### config.mk
export PLATFORM = sky130hd
export DESIGN_NAME = mono_note_priority_stack_flat
export DESIGN_NICKNAME = d
export VERILOG_FILES = /design/src/mnps_pkg.sv /design/src/mnps_if.sv /design/src/mnps_cell.sv /design/src/mono_note_priority_stack.sv /design/src/flat_wrapper.sv
export SDC_FILE = /design/constraint.sdc
export NUM_CORES = 1
export LEC_CHECK = 0
export ABC_CLOCK_PERIOD_IN_PS = 2600
export BUFFER_PORTS_ARGS = -buffer_cell sky130_fd_sc_hd__buf_2
export CORE_MARGIN = 3
export CORE_UTILIZATION = 58
export CTS_BUF_LIST = sky130_fd_sc_hd__clkbuf_8
export DETAILED_ROUTE_END_ITERATION = 8
export PLACE_DENSITY = 0.78
export SETUP_SLACK_MARGIN = 0.4
export SLEW_MARGIN = 20
export SYNTH_ARGS = -nofsm -noshare
export SYNTH_HDL_FRONTEND = slang
export SYNTH_SLANG_ARGS = --single-unit
### constraint.sdc
create_clock -name clock -period 2.6 [get_ports clock]
set_input_delay 0.13 -clock clock [delete_from_list [all_inputs] [get_ports clock]]
set_output_delay 0.13 -clock clock [all_outputs]
set_load 0.02 [all_outputs]
### src/mnps_pkg.sv
// shared types and constants for the mono note priority stack
// no dependencies; read by the interfaces, the cell and the top level
`default_nettype none

package mnps_pkg;

   localparam int NOTE_W = 7;
   localparam int HELD_W = 5;

   typedef logic [NOTE_W-1:0] note_type;

   // event kind carried by each input transaction
   typedef enum logic {
      KIND_NOTE_ON  = 1'b0,
      KIND_NOTE_OFF = 1'b1
   } kind_type;

   // control broadcast from the top level to every cell
   typedef struct packed {
      logic     push;   // note on accepted this cycle
      logic     pop;    // note off accepted this cycle
      note_type key;    // note number of the event
   } cell_ctrl_type;

endpackage

`default_nettype wire

### src/mnps_if.sv
// valid/ready channel interfaces for event requests and voice-control responses
// depends on mnps_pkg
`default_nettype none

interface mnps_req_if;
   logic              valid;
   logic              ready;
   logic              kind;
   mnps_pkg::note_type note;

   modport source (output valid, output kind, output note, input ready);
   modport sink   (input valid, input kind, input note, output ready);
endinterface

interface mnps_rsp_if;
   logic                        valid;
   logic                        ready;
   mnps_pkg::note_type          pitch_note;
   logic                        pitch_update;
   logic                        env_trigger;
   logic                        env_release;
   logic                        osc_reset;
   logic [mnps_pkg::HELD_W-1:0] held_count;
   logic                        dropped;

   modport source (output valid, output pitch_note, output pitch_update,
                   output env_trigger, output env_release, output osc_reset,
                   output held_count, output dropped, input ready);
   modport sink   (input valid, input pitch_note, input pitch_update,
                   input env_trigger, input env_release, input osc_reset,
                   input held_count, input dropped, output ready);
endinterface

`default_nettype wire

### src/mnps_cell.sv
// one stack slot: holds a note, compares it to the event key and shifts
// toward or away from the top with its neighbors; depends on mnps_pkg
`default_nettype none

module mnps_cell (
   input  wire logic                    clock,
   input  wire mnps_pkg::cell_ctrl_type ctrl,
   input  wire logic                    occupied,
   input  wire logic                    hit_in,
   output logic                         hit_out,
   input  wire mnps_pkg::note_type      prev_note,
   input  wire mnps_pkg::note_type      next_note,
   output mnps_pkg::note_type           note
);

   mnps_pkg::note_type note_ff;
   mnps_pkg::note_type note_in;
   logic               match;

   assign match   = occupied && (note_ff == ctrl.key);
   assign hit_out = hit_in | match;
   assign note    = note_ff;

   // push: every slot down to the old copy moves one away from the top
   // pop: the matching slot and everything older move one toward the top
   always_comb begin
      if (ctrl.push && !hit_in) begin
         note_in = prev_note;
      end else if (ctrl.pop && hit_out) begin
         note_in = next_note;
      end else begin
         note_in = note_ff;
      end
   end

   always_ff @(posedge clock) begin
      note_ff <= note_in;
   end

endmodule

`default_nettype wire

### src/mono_note_priority_stack.sv
// top level of the monophonic last-note-priority voice controller
// depends on mnps_pkg, mnps_req_if, mnps_rsp_if and mnps_cell
`default_nettype none

// Last-note-priority voice control for a monophonic synth. Each request
// transaction is a note on or note off; each one yields exactly one response
// transaction in the cycle after it is accepted. Held notes live in a row of
// STACK_DEPTH cells, newest in cell 0 and oldest at the far end. A note on
// removes any held copy of its note and pushes it on top; when all cells are
// full and the note is new, the oldest note falls off the end and the
// response flags dropped. A note off closes the gap left by its note and the
// newest remaining note becomes the pitch; with nothing left held the
// envelopes are released and the pitch stays where it was. Throughput is one
// transaction per clock: a new request is taken in the same cycle the
// previous response is taken, and ready drops only while a response waits.
// The clock period is set by the match chain that ripples through all cells
// combinationally to find the old copy of the event's note. Reset empties the
// stack and zeroes the current pitch; no clearing pass is needed.
module mono_note_priority_stack #(
   parameter int STACK_DEPTH = 16
) (
   input wire logic  clock,
   input wire logic  reset,
   mnps_req_if.sink   req_bus,
   mnps_rsp_if.source rsp_bus
);

   localparam int CNT_W = $clog2(STACK_DEPTH + 1);
   localparam int EXT_W = (CNT_W > mnps_pkg::HELD_W) ? CNT_W : mnps_pkg::HELD_W;

   // handshake
   logic accept;
   logic rsp_valid_ff;
   logic rsp_valid_in;

   // stack bookkeeping
   logic [CNT_W-1:0]   count_ff;
   logic [CNT_W-1:0]   count_in;
   logic [EXT_W-1:0]   count_ext;
   mnps_pkg::note_type last_pitch_ff;
   mnps_pkg::note_type last_pitch_in;
   logic               full;
   logic               found;
   logic               is_off;

   // cell row wiring
   mnps_pkg::cell_ctrl_type ctrl;
   mnps_pkg::note_type      cell_note [STACK_DEPTH];
   logic [STACK_DEPTH:0]    hit;
   logic [STACK_DEPTH-1:0]  occupied;

   // response registers
   mnps_pkg::note_type          pitch_note_ff,   pitch_note_in;
   logic                        pitch_update_ff, pitch_update_in;
   logic                        env_trigger_ff,  env_trigger_in;
   logic                        env_release_ff,  env_release_in;
   logic                        osc_reset_ff,    osc_reset_in;
   logic [mnps_pkg::HELD_W-1:0] held_count_ff,   held_count_in;
   logic                        dropped_ff,      dropped_in;

   // a new request goes in whenever the response slot is empty or draining
   assign req_bus.ready = !rsp_valid_ff || rsp_bus.ready;
   assign accept        = req_bus.valid && req_bus.ready;
   assign rsp_valid_in  = accept || (rsp_valid_ff && !rsp_bus.ready);

   assign is_off   = (req_bus.kind == mnps_pkg::KIND_NOTE_OFF);
   assign ctrl.push = accept && !is_off;
   assign ctrl.pop  = accept && is_off;
   assign ctrl.key  = req_bus.note;

   // match chain: hit[i] says the event's note sits in a cell nearer the top
   assign hit[0] = 1'b0;

   genvar gi;
   generate
      for (gi = 0; gi < STACK_DEPTH; gi++) begin : g_cell
         mnps_pkg::note_type prev_note;
         mnps_pkg::note_type next_note;

         assign occupied[gi] = (CNT_W'(gi) < count_ff);

         // the top cell takes the new note; the last cell has no older neighbor
         if (gi == 0) begin : g_top
            assign prev_note = req_bus.note;
         end else begin : g_mid
            assign prev_note = cell_note[gi-1];
         end
         if (gi == STACK_DEPTH - 1) begin : g_end
            assign next_note = cell_note[gi];
         end else begin : g_inner
            assign next_note = cell_note[gi+1];
         end

         mnps_cell u_cell (
            .clock     (clock),
            .ctrl      (ctrl),
            .occupied  (occupied[gi]),
            .hit_in    (hit[gi]),
            .hit_out   (hit[gi+1]),
            .prev_note (prev_note),
            .next_note (next_note),
            .note      (cell_note[gi])
         );
      end
   endgenerate

   assign found = hit[STACK_DEPTH];
   assign full  = (count_ff == CNT_W'(STACK_DEPTH));

   // next count, pitch and response fields for the event on the request side
   always_comb begin
      pitch_update_in = 1'b0;
      env_trigger_in  = 1'b0;
      env_release_in  = 1'b0;
      osc_reset_in    = 1'b0;
      dropped_in      = 1'b0;
      last_pitch_in   = last_pitch_ff;
      count_in        = count_ff;

      if (!is_off) begin
         // a held copy just moves to the top; otherwise the stack grows
         // unless full, in which case the oldest note is lost
         if (!found && !full) begin
            count_in = count_ff + CNT_W'(1);
         end
         dropped_in      = !found && full;
         last_pitch_in   = req_bus.note;
         pitch_update_in = 1'b1;
         env_trigger_in  = 1'b1;
         osc_reset_in    = (count_in == CNT_W'(1));
      end else begin
         if (found) begin
            count_in = count_ff - CNT_W'(1);
         end
         if (count_in == '0) begin
            env_release_in = 1'b1;
         end else begin
            // newest survivor: cell 1 if the top cell held the released note
            last_pitch_in   = hit[1] ? cell_note[1] : cell_note[0];
            pitch_update_in = 1'b1;
         end
      end

      pitch_note_in = last_pitch_in;
      count_ext     = EXT_W'(count_in);
      held_count_in = count_ext[mnps_pkg::HELD_W-1:0];
   end

   // control state
   always_ff @(posedge clock) begin
      if (reset) begin
         rsp_valid_ff  <= 1'b0;
         count_ff      <= '0;
         last_pitch_ff <= '0;
      end else begin
         rsp_valid_ff <= rsp_valid_in;
         if (accept) begin
            count_ff      <= count_in;
            last_pitch_ff <= last_pitch_in;
         end
      end
   end

   // response payload, loaded with each accepted transaction
   always_ff @(posedge clock) begin
      if (accept) begin
         pitch_note_ff   <= pitch_note_in;
         pitch_update_ff <= pitch_update_in;
         env_trigger_ff  <= env_trigger_in;
         env_release_ff  <= env_release_in;
         osc_reset_ff    <= osc_reset_in;
         held_count_ff   <= held_count_in;
         dropped_ff      <= dropped_in;
      end
   end

   assign rsp_bus.valid        = rsp_valid_ff;
   assign rsp_bus.pitch_note   = pitch_note_ff;
   assign rsp_bus.pitch_update = pitch_update_ff;
   assign rsp_bus.env_trigger  = env_trigger_ff;
   assign rsp_bus.env_release  = env_release_ff;
   assign rsp_bus.osc_reset    = osc_reset_ff;
   assign rsp_bus.held_count   = held_count_ff;
   assign rsp_bus.dropped      = dropped_ff;

endmodule

`default_nettype wire
### src/flat_wrapper.sv
// flat-port wrapper written by rule: the top's interface ports become plain ports
module mono_note_priority_stack_flat 
#(
   parameter int STACK_DEPTH = 16
)
  (clock, reset, req_bus_valid, req_bus_kind, req_bus_note, req_bus_ready, rsp_bus_valid, rsp_bus_pitch_note, rsp_bus_pitch_update, rsp_bus_env_trigger, rsp_bus_env_release, rsp_bus_osc_reset, rsp_bus_held_count, rsp_bus_dropped, rsp_bus_ready);
  mnps_req_if req_bus_i ();
  mnps_rsp_if rsp_bus_i ();
  input wire logic clock;
  input wire logic reset;
  input wire logic [$bits(req_bus_i.valid)-1:0] req_bus_valid;
  input wire logic [$bits(req_bus_i.kind)-1:0] req_bus_kind;
  input wire logic [$bits(req_bus_i.note)-1:0] req_bus_note;
  output wire logic [$bits(req_bus_i.ready)-1:0] req_bus_ready;
  output wire logic [$bits(rsp_bus_i.valid)-1:0] rsp_bus_valid;
  output wire logic [$bits(rsp_bus_i.pitch_note)-1:0] rsp_bus_pitch_note;
  output wire logic [$bits(rsp_bus_i.pitch_update)-1:0] rsp_bus_pitch_update;
  output wire logic [$bits(rsp_bus_i.env_trigger)-1:0] rsp_bus_env_trigger;
  output wire logic [$bits(rsp_bus_i.env_release)-1:0] rsp_bus_env_release;
  output wire logic [$bits(rsp_bus_i.osc_reset)-1:0] rsp_bus_osc_reset;
  output wire logic [$bits(rsp_bus_i.held_count)-1:0] rsp_bus_held_count;
  output wire logic [$bits(rsp_bus_i.dropped)-1:0] rsp_bus_dropped;
  input wire logic [$bits(rsp_bus_i.ready)-1:0] rsp_bus_ready;
  assign req_bus_i.valid = req_bus_valid;
  assign req_bus_i.kind = req_bus_kind;
  assign req_bus_i.note = req_bus_note;
  assign req_bus_ready = req_bus_i.ready;
  assign rsp_bus_valid = rsp_bus_i.valid;
  assign rsp_bus_pitch_note = rsp_bus_i.pitch_note;
  assign rsp_bus_pitch_update = rsp_bus_i.pitch_update;
  assign rsp_bus_env_trigger = rsp_bus_i.env_trigger;
  assign rsp_bus_env_release = rsp_bus_i.env_release;
  assign rsp_bus_osc_reset = rsp_bus_i.osc_reset;
  assign rsp_bus_held_count = rsp_bus_i.held_count;
  assign rsp_bus_dropped = rsp_bus_i.dropped;
  assign rsp_bus_i.ready = rsp_bus_ready;
  mono_note_priority_stack #(.STACK_DEPTH(STACK_DEPTH)) u_core (.clock(clock), .reset(reset), .req_bus(req_bus_i), .rsp_bus(rsp_bus_i));
endmodule
; Word-level counts from Yosys, hierarchy flattened
; Cells that the tools add are included.
[word_totals]
register_bits = 142
latch_bits = 0
mem_bits_rw = 0
rom_bits = 0
inputBits = 12
output_inout_bits = 19
word_cells = 208
n_memories = 0
[op_classes]
add_sub_neg = 2
multipliers = 0
div_mod_pow = 0
magnitude_cmp = 16
n_eq_ne = 18
n_shift = 0
muxes = 41
n_bitwise = 15
n_reduce_logical = 90
[op_table]
columns = operator, count
row1 = 2-to-1 mux 7 bit, 33
row2 = equality test 7 bit, 16
row3 = logical AND 1 bit, 52
row4 = less-than comparator 4 x 5 -> 1 bit (first input constant), 8
row5 = nonzero test 2 bit, 15
row6 = 2-to-1 mux 5 bit, 5
row7 = logical NOT 1 bit, 20
row8 = less-than comparator 3 x 5 -> 1 bit (first input constant), 4
row9 = OR 1 bit, 15
row10 = less-than comparator 1 x 5 -> 1 bit (first input constant), 2
row11 = less-than comparator 2 x 5 -> 1 bit (first input constant), 2
row12 = adder 5 x 1 -> 5 bit (second input constant), 1
row13 = equality test 5 x 1 -> 1 bit (second input constant), 1
row14 = equality test 5 bit (second input constant), 1
row15 = logical NOT 5 bit, 1
row16 = subtractor 5 x 1 -> 5 bit (second input constant), 1
row17 = 2-to-1 mux 1 bit, 3
row18 = logical OR 1 bit, 2

; Longest topological paths before layout
; Gate-level depths: netlist of run 1.
[depth]
word_depth = 22
ltp_mapped = 14
depth_no_buf = 10

; By module
; A second synthesis of run 1 with hierarchy kept.
[hier_totals]
cells_unflattened = 653
hier_area_um2 = 8883.5
[modules_own_cells]
columns = module, instances, cells_per_inst, area_each_um2, seq_area_each_um2
row1 = mnps_cell, 16, 29, 444.2, 210.2
row2 = mono_note_priority_stack, 1, 189, 1776.7, 770.7

; Worst setup path after synthesis of run 1
; OpenSTA, ideal clock, no wires.
[synth_timing]
path_kind = reg-to-reg
start = reg u_core.count_ff[0]
end = reg u_core.g_cell[13].u_cell.note_ff[0], enable pin
setup_time_ns = 0.371
arrival_time_ns = 2.513
required_ns = 2.229
slack_ns = -0.284
path_stages_with_launch = 14
n_path_buf = 4
synth_period_minus_slack_ns = 2.884
cell_sequence = dfxtp_1 -> buf_4 -> nor3_2 -> nand2_1 -> nand3_2 -> nand4_2 -> nor4b_4 -> and2_1 -> buf_6 -> and2b_1 -> buf_6 -> and2_1 -> buf_6 -> o21bai_1
[synth_between]
elab_chain_cells = 17
word_cells_on_any_way = 45
cone_classes = order compare: 14 / bitwise: 13 / reduce/logical: 18
[synth_rtl]
columns = item, line
row1 = from (decl), mono_note_priority_stack.sv:37  ; logic [CNT_W-1:0] count_ff;
row2 = from (signal assigned), mono_note_priority_stack.sv:158  ; count_ff <= count_in;
row3 = less-than comparator 1 x 5 -> 1 bit, mono_note_priority_stack.sv:80  ; assign occupied[gi] = (CNT_W'(gi) < count_ff);
row4 = logical AND 1 bit, mnps_cell.sv:20  ; assign match = occupied && (note_ff == ctrl.key);
row5 = OR 1 bit (12 in a row), mnps_cell.sv:21  ; assign hit_out = hit_in | match;
row6 = OR 1 bit / logical NOT 1 bit (equally long branches), "mnps_cell.sv:21, mnps_cell.sv:27"
row7 = "logical AND 1 bit, on equally long branches", "mnps_cell.sv:29, mnps_cell.sv:27"
row8 = nonzero test 2 bit (no line) (*), n/a
row9 = to (signal assigned), mnps_cell.sv:37  ; note_ff <= note_in;
row10 = to (decl), mnps_cell.sv:16  ; mnps_pkg::note_type note_ff;
; Every way passes the cells marked *; elsewhere a longest branch is shown, timed or not.
; A chain may end at the register's enable or synchronous reset.

; Worst setup path after layout of run 1
[layout_timing]
start = reg u_core.g_cell[8].u_cell.note_ff[5]
end = reg u_core.g_cell[13].u_cell.note_ff[5], data pin
[layout_between]
elab_chain_cells = 10
[layout_rtl]
columns = item, line
row1 = from (decl), mnps_cell.sv:16
row2 = from (signal assigned), mnps_cell.sv:37
row3 = equality test 7 bit, mnps_cell.sv:20
row4 = logical AND 1 bit, mnps_cell.sv:20
row5 = OR 1 bit (5 in a row), mnps_cell.sv:21
row6 = logical NOT 1 bit, mnps_cell.sv:27  ; if (ctrl.push && !hit_in) begin
row7 = logical AND 1 bit, mnps_cell.sv:27
row8 = 2-to-1 mux 7 bit, mnps_cell.sv:27
row9 = named net u_core.g_cell[13].u_cell.note_in[5], mnps_cell.sv:17  ; mnps_pkg::note_type note_in;
; The timed path passes the listed nets, and every way through them passes these cells.

==> results of run 1 <==
path summary, 6_finish.rpt:
| kind | start | endpoint | cells past startpoint |
|---|---|---|---|
| max | u_core.g_cell[8].u_cell.note[5]$_DFFE_PP_ | u_core.g_cell[13].u_cell.note[5]$_DFFE_PP_ | 11 |
| min | reset | u_core.count_ff[1]$_SDFFE_PP0P_ | 2 |
| max reg2reg | u_core.g_cell[8].u_cell.note[5]$_DFFE_PP_ | u_core.g_cell[13].u_cell.note[5]$_DFFE_PP_ | 11 |
| min reg2reg | u_core.g_cell[14].u_cell.note[6]$_DFFE_PP_ | u_core.g_cell[15].u_cell.note[6]$_DFFE_PP_ | 0 |
report_power, final:
part           switching [mW]  internal [mW]
clock network           0.903          0.916
registers               0.102           2.64
logic                   0.629          0.582
total                    1.63           4.14
placed cells by master, fill, tap and decap left out, types with 6 or more instances in the layout:
cell type	Yosys	layout
sky130_fd_sc_hd__mux2i_1	11	8
sky130_fd_sc_hd__nor2_4	0	9
sky130_fd_sc_hd__buf_12	5	9
sky130_fd_sc_hd__inv_1	12	14
sky130_fd_sc_hd__mux2_2	101	8
sky130_fd_sc_hd__mux2_4	6	100
sky130_fd_sc_hd__buf_6	11	43
sky130_fd_sc_hd__nand3_1	15	9
sky130_fd_sc_hd__edfxtp_1	129	129
sky130_fd_sc_hd__a221o_1	6	6
sky130_fd_sc_hd__dfxtp_1	13	8
sky130_fd_sc_hd__nor3_1	22	13
sky130_fd_sc_hd__clkbuf_8	0	20
sky130_fd_sc_hd__buf_4	4	153
sky130_fd_sc_hd__nor3_4	0	10
sky130_fd_sc_hd__xor2_1	63	59
sky130_fd_sc_hd__nor2_1	30	21
sky130_fd_sc_hd__nand2_1	27	17
sky130_fd_sc_hd__buf_2	6	30
sky130_fd_sc_hd__xnor2_1	55	52
sky130_fd_sc_hd__nand4_1	12	12
sky130_fd_sc_hd__nor4_2	0	7
routing by layer:
layer  track usage [%]  vias up  part of all wire [%]  wire, µm
met2              56.2      675                    47     14600
li1                  -     2867                     -         -
met5                 0        -                     0         0
met1              41.0     3590                    36     11100
met4              14.8        0                   6.8      2130
met3              5.98      231                    11      3320
repair_timing:
action / 4_1_cts / 5_1_grt
pin swaps: 35 / 35
hold endpoints to repair: 1 / 0
cloned: 3 / 0
resized for setup: 156 / 111
endpoints found under the setup margin: 231 / 238
hold buffers: 2 / 0
setup buffers: 26 / 22
worst max-delay path, delay by kind of cell, from the launching register on:
kind | cells | cell delay, ns
xor+xnor | 1 | 0.26
buf+inv | 2 | 0.31
flops | 1 | 0.42
mux | 1 | 0.33
simple gates | 7 | 1.38
cell type report:
type	count	area [µm²]	share of cell area [%]
clock buffer	20	275	2.31
sequential	142	4150	34.9
timing repair buffer	243	2090	17.5
inverter	13	48.8	0.410
tap	180	225	1.89
clock inverter	12	121	1.02
multi-input combinational	458	5000	42.0
cells by family (layout without fill, tap and decap cells):
kind of cell / Yosys count / in the layout / synth area share [%]
buf+inv: 51 / 288 / 4.80
xor+xnor: 118 / 118 / 12.4
simple gates: 158 / 159 / 10.9
mux: 119 / 119 / 16.2
compound gates: 57 / 58 / 5.50
flops: 142 / 142 / 49.6
fa+ha+maj: 4 / 4 / 0.601
registers in the layout, indices dropped and copies added (netlist names):
register and cells:
u_core.rsp_bus.osc_reset 1, u_core.rsp_bus.held_count 5, u_core.rsp_bus.pitch_note 7, u_core.rsp_bus.pitch_update 1, u_core.last_pitch_ff 7, u_core.count_ff 5
u_core.rsp_bus.valid 1, u_core.rsp_bus.dropped 1, u_core.rsp_bus.env_release 1, u_core.g_cell.u_cell.note 112, u_core.rsp_bus.env_trigger 1
stage by stage:
stage	setup TNS [ns]	worst slack, ns	total power, mW	std cells
after floorplan	-1.18	-0.0984	3.33	649
after detailed placement	-13.90	-0.284	3.64	983
after global routing	-27.80	-0.401	5.91	1068
after CTS	-0.384	-0.0438	5.50	1046
after global placement	-4.39	-0.158	3.60	983
final	-27.91	-0.350	5.77	1068
==> impl_table.tex, run 1 <==
\begin{tabular}{lr}
\hline
Metric & Value \\
\hline
\multicolumn{2}{l}{\textbf{Logic synthesis}} \\
\quad Synth warnings & 0 \\
\quad Average cell area after synthesis & 12.8 µm² \\
\quad Post-synth EDFFs & 129 \\
\quad Top area cells in the synthesized netlist & sky130\_fd\_sc\_hd\_\_edfxtp\_1 46\%, sky130\_fd\_sc\_hd\_\_mux2\_2 14\%, sky130\_fd\_sc\_hd\_\_xor2\_1 6.6\% \\
\quad Post-Synthesis Net Count & 665 \\
\quad Most instantiated flip-flop cell in the synthesis netlist & sky130\_fd\_sc\_hd\_\_edfxtp\_1 \\
\quad Post-Syn Area & 8330 µm² \\
\quad Post-synthesis async set-or-reset flop share & 0\% \\
\quad Sequential share of the synthesized area & approximately half \\
\quad Yosys cell types & 68 \\
\quad Cell type with the largest total area after synthesis & sky130\_fd\_sc\_hd\_\_edfxtp\_1 \\
\quad Mapped Cells & 649 \\
\quad Most common cell in the synthesized netlist & sky130\_fd\_sc\_hd\_\_edfxtp\_1 \\
\quad Number of synthesized register bits & roughly 140 \\
\quad Leading post-synthesis cells by instance count & 129 x sky130\_fd\_sc\_hd\_\_edfxtp\_1, 101 x sky130\_fd\_sc\_hd\_\_mux2\_2, 63 x sky130\_fd\_sc\_hd\_\_xor2\_1, 55 x sky130\_fd\_sc\_hd\_\_xnor2\_1, 30 x sky130\_fd\_sc\_hd\_\_nor2\_1 \\
\quad Share of Yosys cell area claimed by the top area cell type & approximately 46\% \\
\multicolumn{2}{l}{\textbf{Setup path}} \\
\quad CP Cell Sequence & xor2\_1, nor4\_2, buf\_4, nand4\_1, nand3\_2, buf\_6, nor4b\_4, and2\_4, and2b\_2, and2\_4, mux2\_4 \\
\quad Required time at the worst-slack endpoint & 2.82 ns \\
\quad Most Frequent Cell on Critical Path & sky130\_fd\_sc\_hd\_\_and2\_4 \\
\quad Critical path class & reg2reg \\
\quad Largest fanout of any net on the critical path & 8 \\
\quad Cell with the biggest individual delay on the critical path & sky130\_fd\_sc\_hd\_\_edfxtp\_1 \\
\quad Slowest Stage Delay on Critical Path & roughly 0.42 ns \\
\quad Sort of element at the end of the critical path & flip-flop \\
\quad Minimum setup slack among reg-to-reg paths & -0.35 ns \\
\quad Data arrival at the endpoint of the critical path & 3.17 ns \\
\quad Worst setup SP type & flip-flop \\
\multicolumn{2}{l}{\textbf{Cells and area}} \\
\quad Number of inserted filler cells in the final layout & 575 \\
\quad Final design area excluding fillers & 11900 µm² \\
\quad Ant diodes & 0 \\
\quad Utilization after layout & 85.1\% \\
\quad Final Net Count & 891 \\
\quad Share of final-layout standard cells stronger than drive strength 1 & a little under three fifths \\
\quad Layout-stage area growth over the synthesis result & 42.8\% \\
\multicolumn{2}{l}{\textbf{Pwr}} \\
\quad Largest vdd supply drop & about 0.00040 V \\
\quad Power Density & 485 nW/µm² \\
\quad Leakage power total & 4.81 nW \\
\multicolumn{2}{l}{\textbf{STA}} \\
\quad Worst max-slew margin expressed relative to the limit & about half \\
\quad Skew final & 0.0180 ns \\
\quad Final worst path period need & 2.95 ns \\
\quad Upper clock frequency limit & 339 MHz \\
\quad Slew at the pin closest to its max-slew limit & between 0.7 and 0.8 ns \\
\quad Final Hold Fails & 0 \\
\quad RSZ-0062 raised after global routing & yes \\
\quad Final count of negative-setup-slack endpoints & 188 \\
\quad Period Utilization, post-route & 113\% \\
\quad Final count of pins violating max slew & 0 \\
\quad Worst Slack Setup Final & -0.350 ns \\
\quad Hold\_ws & 0.0601 ns \\
\multicolumn{2}{l}{\textbf{Clocking}} \\
\quad Number of levels the H-tree was split into & 4 \\
\quad CTS tree & built \\
\quad Inserted Clock Buffers & 17 \\
\quad Maximum count of clock buffers along a single path & 2 \\
\quad CTS sink count & 142 \\
\quad Clock network latency to the later pin of the worst-skew pair & between 0.4 and 0.5 ns \\
\quad Clock transition at path regs & roughly 0.080 ns \\
\quad Root buffer cell & sky130\_fd\_sc\_hd\_\_clkbuf\_8 \\
\multicolumn{2}{l}{\textbf{Hold path}} \\
\quad Worst hold path class & in2reg \\
\multicolumn{2}{l}{\textbf{Status}} \\
\quad Violations in the final reports & negative setup slack \\
\quad Status & finished with violations \\
\multicolumn{2}{l}{\textbf{GRT}} \\
\quad Number of antenna violations at the first check in global routing & 0 \\
\quad Largest net degree at the start of global routing & 22 \\
\quad Wire length of the first global-routing pass & 39900 µm \\
\quad GRT Overall Usage & 32.9\% \\
\quad Via count of the first global-routing pass & 6952 \\
\quad Overflow left after global routing & 0 \\
\multicolumn{2}{l}{\textbf{Placed design}} \\
\quad Port Buffers & 30 \\
\quad Global placement routability congestion & 0.902 \\
\quad Total half-perimeter wirelength after legalization and detailed placement & around 16000 µm \\
\quad Area after DPL & 9870 µm² \\
\multicolumn{2}{l}{\textbf{Floorplan}} \\
\quad Width of the die & 126 µm \\
\quad \# IOs & 31 \\
\quad Chip height & $\sim$130 µm \\
\quad Number of core rows & 43 \\
\quad Die Outline Area & roughly 16000 µm² \\
\quad Floorplan Core Area & 14000 µm² \\
\quad Effective utilization at floorplan & between 50\% and 60\% \\
\multicolumn{2}{l}{\textbf{Detailed routing}} \\
\quad Detailed-route vias per instance & 6.89 \\
\quad Detailed Route WL & 31200 µm \\
\quad Initial DRT Pass Iterations & 9 \\
\quad Starting DRC count in detailed routing & between 1000 and 1500 \\
\quad Vias & 7363 \\
\quad Average detailed-routed wire length per instance & slightly below 30 µm \\
\quad DRC Markers & 0 \\
\quad Number of nets with antenna violations after routing & 0 \\
\multicolumn{2}{l}{\textbf{Flow run}} \\
\quad Max-capacitance violation count & 0 \\
\hline
\end{tabular}
(Power assumes the default switching activity.)
==> inputs of run 2 (changes only) <==
--- a/config.mk
+++ b/config.mk
@@ -13,6 +13,7 @@
 export DETAILED_ROUTE_END_ITERATION = 8
 export PLACE_DENSITY = 0.78
 export SETUP_SLACK_MARGIN = 0.4
+export SKIP_LAST_GASP = 1
 export SLEW_MARGIN = 20
 export SYNTH_ARGS = -nofsm -noshare
 export SYNTH_HDL_FRONTEND = slang
==> impl_table.tex, run 2 (same netlist as run 1, synthesis figures left out) <==
\begin{tabular}{lr}
\hline
Metric & Value \\
\hline
\multicolumn{2}{l}{\textbf{Status}} \\
\quad Status & finished with violations \\
\quad Violations in the final reports & negative setup slack \\
\multicolumn{2}{l}{\textbf{Placed design}} \\
\quad Port Buffers & 30 \\
\quad Global placement routability congestion & around 0.9 \\
\quad Total half-perimeter wirelength after legalization and detailed placement & 16000 µm \\
\quad Worst setup slack before clock tree synthesis & -0.284 ns \\
\multicolumn{2}{l}{\textbf{STA}} \\
\quad Final Hold Fails & 0 \\
\quad Final count of negative-setup-slack endpoints & 151 \\
\quad Aggregate negative setup slack & -21.08 ns \\
\quad Worst Slack Setup Final & -0.327 ns \\
\quad Final worst path period need & between 2 and 3 ns \\
\quad Final count of pins violating max slew & 0 \\
\quad Period Utilization, post-route & 113\% \\
\quad RSZ-0062 raised after global routing & yes \\
\quad Worst max-slew margin expressed relative to the limit & 50.2\% \\
\quad Slew at the pin closest to its max-slew limit & $\sim$0.74 ns \\
\quad Skew final & 0.0219 ns \\
\quad Upper clock frequency limit & 342 MHz \\
\multicolumn{2}{l}{\textbf{Floorplan}} \\
\quad Floorplan Core Area & 14000 µm² \\
\quad Width of the die & approximately 130 µm \\
\quad \# IOs & 31 \\
\quad Number of core rows & 43 \\
\quad Effective utilization at floorplan & 59.6\% \\
\quad Die Outline Area & 15800 µm² \\
\quad Chip height & between 100 and 150 µm \\
\multicolumn{2}{l}{\textbf{Flow run}} \\
\quad Max-capacitance violation count & 0 \\
\multicolumn{2}{l}{\textbf{Cells and area}} \\
\quad Ant diodes & 0 \\
\quad Leading cell types in the layout, fill and taps excluded & 152 x sky130\_fd\_sc\_hd\_\_buf\_4, 129 x sky130\_fd\_sc\_hd\_\_edfxtp\_1, 65 x sky130\_fd\_sc\_hd\_\_mux2\_4 \\
\quad Number of inserted filler cells in the final layout & 630 \\
\quad Share of final-layout standard cells stronger than drive strength 1 & 55.4\% \\
\quad Layout-stage area growth over the synthesis result & 38.5\% \\
\quad Final Net Count & about 880 \\
\quad Max reg flops & 112 \\
\quad Most frequent standard cell in the layout excluding fill and tap cells & sky130\_fd\_sc\_hd\_\_buf\_4 \\
\multicolumn{2}{l}{\textbf{Clocking}} \\
\quad Inserted Clock Buffers & 17 \\
\quad Clock network latency to the later pin of the worst-skew pair & 0.48 ns \\
\quad Root buffer cell & sky130\_fd\_sc\_hd\_\_clkbuf\_8 \\
\quad Clock transition at path regs & 0.08 ns \\
\quad CTS tree & built \\
\quad Number of levels the H-tree was split into & 4 \\
\quad Maximum count of clock buffers along a single path & 2 \\
\quad CTS sink count & 142 \\
\multicolumn{2}{l}{\textbf{Pwr}} \\
\quad Power Density & 492 nW/µm² \\
\quad Leakage power total & around 4.6 nW \\
\quad Part of the total power dissipated in combinational logic & 20.0\% \\
\quad Sw Ratio & 27.9\% \\
\quad Clk network pwr share & 31.8\% \\
\quad Largest vdd supply drop & $\sim$0.00038 V \\
\quad Share of total power in sequential cells & between 40\% and 50\% \\
\quad P\_sw & 1.58 mW \\
\quad Internal power component & 4.10 mW \\
\multicolumn{2}{l}{\textbf{Setup path}} \\
\quad Sort of element at the end of the critical path & flip-flop \\
\quad Worst setup SP type & flip-flop \\
\quad Slowest Stage Delay on Critical Path & 0.54 ns \\
\quad Data arrival at the endpoint of the critical path & 3.19 ns \\
\quad Most Frequent Cell on Critical Path & sky130\_fd\_sc\_hd\_\_nand4\_1 \\
\quad Required time at the worst-slack endpoint & around 2.9 ns \\
\quad CP Cell Sequence & nor3b\_4, a211oi\_1, nand4\_1, nand3\_2, or4\_4, nor2\_4, buf\_6, nand4\_1, a2111oi\_2 \\
\quad Critical path class & reg2reg \\
\quad Largest fanout of any net on the critical path & 6 \\
\quad Cell with the biggest individual delay on the critical path & sky130\_fd\_sc\_hd\_\_or4\_4 \\
\multicolumn{2}{l}{\textbf{Detailed routing}} \\
\quad Detailed-route vias per instance & 6.79 \\
\quad Number of nets with antenna violations after routing & 0 \\
\quad Average detailed-routed wire length per instance & 28.1 µm \\
\quad Vias & 7193 \\
\quad DRC Markers & 0 \\
\quad Detailed Route WL & 29800 µm \\
\quad Starting DRC count in detailed routing & 1288 \\
\quad Initial DRT Pass Iterations & 7 \\
\multicolumn{2}{l}{\textbf{GRT}} \\
\quad Largest net degree at the start of global routing & 22 \\
\quad GRT Overall Usage & 32.7\% \\
\quad Number of antenna violations at the first check in global routing & 0 \\
\quad Via count of the first global-routing pass & 7113 \\
\quad Wire length of the first global-routing pass & 39900 µm \\
\quad Overflow left after global routing & 0 \\
\multicolumn{2}{l}{\textbf{Hold path}} \\
\quad Worst hold path class & in2reg \\
\hline
\end{tabular}
## run 2: per-stage QoR
stage          util [%]  total power, mW  hold slack, ns  cell area (µm²)  std cells
6_report           82.5             5.68          0.0397            11500       1059
5_1_grt            82.5             5.82          0.0396            11500       1059
4_1_cts            79.7             5.48         0.00714            11200       1046
3_5_place_dp       70.6             3.64           0.421             9870        983
3_3_place_gp       70.6             3.60           0.382             9870        983
2_1_floorplan         -             3.33           0.259             8570        649
## run 2: metal layers
layer | vias up | track usage, % | part of all wire, %
met1 | 3447 | 41.4 | 35
met5 | - | 0 | 0
met2 | 674 | 53.5 | 46
li1 | 2843 | - | -
met4 | 0 | 17.2 | 7.9
met3 | 229 | 6.40 | 11
## run 2: critical path, delay by kind of cell (launching register included)
family          cells  cell delay (ns)
flops               1             0.40
compound gates      2             0.60
buf+inv             1             0.14
simple gates        6             1.59
## run 2: area by class of cell
type | count | area (µm²) | area share [%]
Sequential cell | 142 | 4150 | 36.0
Inverter | 13 | 48.8 | 0.423
Tap cell | 180 | 225 | 1.95
Clock inverter | 12 | 121 | 1.05
Multi-Input combinational cell | 458 | 4730 | 41.0
Clock buffer | 20 | 275 | 2.39
Timing Repair Buffer | 234 | 1990 | 17.2
## run 2: repair_timing
| item | in CTS | in global routing |
|---|---|---|
| hold endpoints to repair | 1 | 0 |
| setup endpoints to repair | 231 | 231 |
| cloned | 3 | 0 |
| pin swaps | 34 | 31 |
| resized for setup | 131 | 73 |
| hold buffers | 2 | 0 |
| buffers inserted | 26 | 13 |
## run 2: power groups by stage
stage	registers, mW	clock network [mW]	logic [mW]
floorplan	2.78	0	0.553
global placement	2.77	0	0.836
detailed placement	2.77	0	0.870
CTS	2.72	1.77	0.987
global route	2.74	1.90	1.17
finish	2.74	1.81	1.14
## run 2: worst paths after layout
check	endpoint	depth (start not counted)	from	slack (ns)
setup / recovery	u_core.rsp_bus.osc_reset$_SDFFCE_PP0P_	9	u_core.count_ff[3]$_SDFFE_PP0P_	-0.33
hold reg to reg	u_core.last_pitch_ff[2]$_SDFFE_PP0P_	2	u_core.last_pitch_ff[2]$_SDFFE_PP0P_	0.54
hold / removal	u_core.last_pitch_ff[6]$_SDFFE_PP0P_	2	reset	0.04
setup reg to reg	u_core.rsp_bus.osc_reset$_SDFFCE_PP0P_	9	u_core.count_ff[3]$_SDFFE_PP0P_	-0.33
==> inputs of run 3 (changes only) <==
--- a/config.mk
+++ b/config.mk
@@ -7,11 +7,13 @@
 export LEC_CHECK = 0
 export ABC_CLOCK_PERIOD_IN_PS = 2600
 export BUFFER_PORTS_ARGS = -buffer_cell sky130_fd_sc_hd__buf_2
+export CORE_ASPECT_RATIO = 1.25
 export CORE_MARGIN = 3
 export CORE_UTILIZATION = 58
 export CTS_BUF_LIST = sky130_fd_sc_hd__clkbuf_8
 export DETAILED_ROUTE_END_ITERATION = 8
 export PLACE_DENSITY = 0.78
+export REMOVE_ABC_BUFFERS = 1
 export SETUP_SLACK_MARGIN = 0.4
 export SKIP_LAST_GASP = 1
 export SLEW_MARGIN = 20
==> impl_table.tex, run 3 (same netlist as run 1, synthesis figures left out) <==
\begin{tabular}{lr}
\hline
Metric & Value \\
\hline
\multicolumn{2}{l}{\textbf{Floorplan}} \\
\quad Die Outline Area & 15900 µm² \\
\quad \# IOs & 31 \\
\quad Chip height & roughly 140 µm \\
\quad Floorplan Core Area & about 14000 µm² \\
\quad Width of the die & 113 µm \\
\quad Effective utilization at floorplan & 59.8\% \\
\quad Number of core rows & between 40 and 50 \\
\multicolumn{2}{l}{\textbf{Pwr}} \\
\quad Power consumption & 5.79 mW \\
\quad Power Density & $\sim$500 nW/µm² \\
\quad Largest vdd supply drop & 0.000334 V \\
\quad Leakage power total & between 4 and 5 nW \\
\multicolumn{2}{l}{\textbf{GRT}} \\
\quad Via count of the first global-routing pass & $\sim$7000 \\
\quad Wire length of the first global-routing pass & about 38000 µm \\
\quad Number of antenna violations at the first check in global routing & 0 \\
\quad GRT Overall Usage & 31.6\% \\
\quad Overflow left after global routing & 0 \\
\quad Largest net degree at the start of global routing & 30 \\
\multicolumn{2}{l}{\textbf{Flow run}} \\
\quad Max-capacitance violation count & 0 \\
\multicolumn{2}{l}{\textbf{Detailed routing}} \\
\quad Detailed Route WL & 30500 µm \\
\quad Initial DRT Pass Iterations & 6 \\
\quad Starting DRC count in detailed routing & 950 \\
\quad Metal3 WL & 2850 µm \\
\quad DRC Markers & 0 \\
\quad Top layer in use & met4 \\
\quad Average detailed-routed wire length per instance & 28.0 µm \\
\quad Post-route met1 wirelength & 11000 µm \\
\quad Vias & 7257 \\
\quad Detailed-route vias per instance & 6.68 \\
\quad Number of nets with antenna violations after routing & 0 \\
\quad Total length of routed met2 wires & 14800 µm \\
\multicolumn{2}{l}{\textbf{Cells and area}} \\
\quad Share of final-layout standard cells stronger than drive strength 1 & 56.9\% \\
\quad Most frequent standard cell in the layout excluding fill and tap cells & sky130\_fd\_sc\_hd\_\_buf\_4 \\
\quad Final Net Count & 915 \\
\quad Final design area excluding fillers & 11700 µm² \\
\quad Leading cell types in the layout, fill and taps excluded & 186 x sky130\_fd\_sc\_hd\_\_buf\_4, 129 x sky130\_fd\_sc\_hd\_\_edfxtp\_1, 62 x sky130\_fd\_sc\_hd\_\_xor2\_1 \\
\quad Utilization after layout & 83.8\% \\
\quad Layout-stage area growth over the synthesis result & 40.1\% \\
\quad Max reg flops & 112 \\
\quad Final instance count without filler cells & about 1100 \\
\quad Ant diodes & 0 \\
\multicolumn{2}{l}{\textbf{Placed design}} \\
\quad Total half-perimeter wirelength after legalization and detailed placement & $\sim$16000 µm \\
\quad Count of placed standard cells including taps & 1009 \\
\quad Area after DPL & 9890 µm² \\
\quad Port Buffers & 30 \\
\quad Global placement routability congestion & about 0.9 \\
\multicolumn{2}{l}{\textbf{STA}} \\
\quad Final worst path period need & between 3 and 4 ns \\
\quad Final Hold Fails & 0 \\
\quad Slew at the pin closest to its max-slew limit & about 0.86 ns \\
\quad Skew final & 0.0184 ns \\
\quad Worst Slack Setup Final & -0.423 ns \\
\quad Upper clock frequency limit & 331 MHz \\
\quad Final count of negative-setup-slack endpoints & 157 \\
\quad Final count of pins violating max slew & 0 \\
\quad RSZ-0062 raised after global routing & yes \\
\quad Period Utilization, post-route & 116\% \\
\quad Worst max-slew margin expressed relative to the limit & a little over two fifths \\
\multicolumn{2}{l}{\textbf{Clocking}} \\
\quad CTS sink count & 142 \\
\quad Root buffer cell & sky130\_fd\_sc\_hd\_\_clkbuf\_8 \\
\quad Number of levels the H-tree was split into & 4 \\
\quad Maximum count of clock buffers along a single path & 2 \\
\quad Inserted Clock Buffers & 17 \\
\quad Clock network latency to the later pin of the worst-skew pair & roughly 0.48 ns \\
\quad CTS tree & built \\
\quad Clock transition at path regs & approximately 0.080 ns \\
\multicolumn{2}{l}{\textbf{Setup path}} \\
\quad Sort of element at the end of the critical path & flip-flop \\
\quad Worst reg2reg startpoint & u\_core.count\_ff[3]\$\_SDFFE\_PP0P\_ \\
\quad Launching instance or port of the critical path & u\_core.count\_ff[3]\$\_SDFFE\_PP0P\_ \\
\quad Data arrival at the endpoint of the critical path & 3.38 ns \\
\quad Critical path class & reg2reg \\
\quad Required time at the worst-slack endpoint & 2.95 ns \\
\quad Largest fanout of any net on the critical path & 6 \\
\quad Worst setup SP type & flip-flop \\
\multicolumn{2}{l}{\textbf{Hold path}} \\
\quad Worst hold path class & in2reg \\
\quad Launch point of the worst hold path & rsp\_bus\_ready \\
\multicolumn{2}{l}{\textbf{Status}} \\
\quad Status & finished with violations \\
\quad Violations in the final reports & negative setup slack \\
\hline
\end{tabular}
run 3: cell types whose count changed in the layout (fill, tap and decap cells not counted), moves of 4 or more:
| cell | previous run | this run |
|---|---|---|
| sky130_fd_sc_hd__mux2_4 | 65 | 57 |
| sky130_fd_sc_hd__nor3_2 | 4 | 8 |
| sky130_fd_sc_hd__mux2_2 | 43 | 51 |
| sky130_fd_sc_hd__buf_4 | 152 | 186 |
| sky130_fd_sc_hd__nor3_1 | 13 | 8 |
run 3: per-layer routing:
metal / vias to the layer above / GRT usage (%)
met5: - / 0
met4: 0 / 16.5
met3: 171 / 4.41
met2: 604 / 55.3
met1: 3577 / 37.5
li1: 2905 / -
run 3: critical path, cell delays in order (launching register included):
cell and delay [ns]:
sky130_fd_sc_hd__dfxtp_4 0.40, sky130_fd_sc_hd__buf_4 0.15, sky130_fd_sc_hd__and2_4 0.15, sky130_fd_sc_hd__o21ai_0 0.38
sky130_fd_sc_hd__or4_4 0.24, sky130_fd_sc_hd__nand4_2 0.12, sky130_fd_sc_hd__or4_4 0.49, sky130_fd_sc_hd__nor2_8 0.16
sky130_fd_sc_hd__buf_6 0.15, sky130_fd_sc_hd__nor2_4 0.05, sky130_fd_sc_hd__a32oi_1 0.24, sky130_fd_sc_hd__mux2_2 0.38
run 3: path summary, 6_finish.rpt:
| kind | to | slack (ns) | depth (start not counted) |
|---|---|---|---|
| setup / recovery | u_core.count_ff[3]$_SDFFE_PP0P_ | -0.42 | 11 |
| hold / removal | u_core.rsp_bus.valid$_SDFF_PP0_ | 0.01 | 3 |
| setup reg to reg | u_core.count_ff[3]$_SDFFE_PP0P_ | -0.42 | 11 |
| hold reg to reg | u_core.last_pitch_ff[1]$_SDFFE_PP0P_ | 0.56 | 2 |
run 3: what timing repair did:
item | CTS | global route
setup endpoints to repair | 210 | 217
endpoints found under the hold margin | 1 | 0
pin swaps | 31 | 33
gates resized for setup | 104 | 133
hold buffers | 1 | 0
cloned | 1 | 1
buffers inserted | 18 | 25
run 3: final cells by class:
class / count / area, µm²
Timing Repair Buffer: 268 / 2220
Tap cell: 175 / 219
Fill cell: 582 / 2260
Sequential cell: 142 / 4150
Clock buffer: 17 / 234
Multi-Input combinational cell: 457 / 4630
Clock inverter: 15 / 173
Inverter: 13 / 48.8
run 3: where the power goes:
group	switching [mW]	internal [mW]	total, mW
sequential	0.0898	2.64	2.73
clock	0.964	0.947	1.91
combinational	0.600	0.551	1.15
total	1.65	4.14	5.79
run 3: per-stage QoR:
step | setup WS (ns) | setup TNS (ns) | hold WS [ns]
finish | -0.423 | -23.42 | 0.0110
global route | -0.398 | -31.06 | 0.0253
CTS | -0.0416 | -0.141 | 0.0163
detailed placement | -0.325 | -23.51 | 0.412
global placement | -0.205 | -8.61 | 0.377
floorplan | -0.848 | -45.24 | 0.196
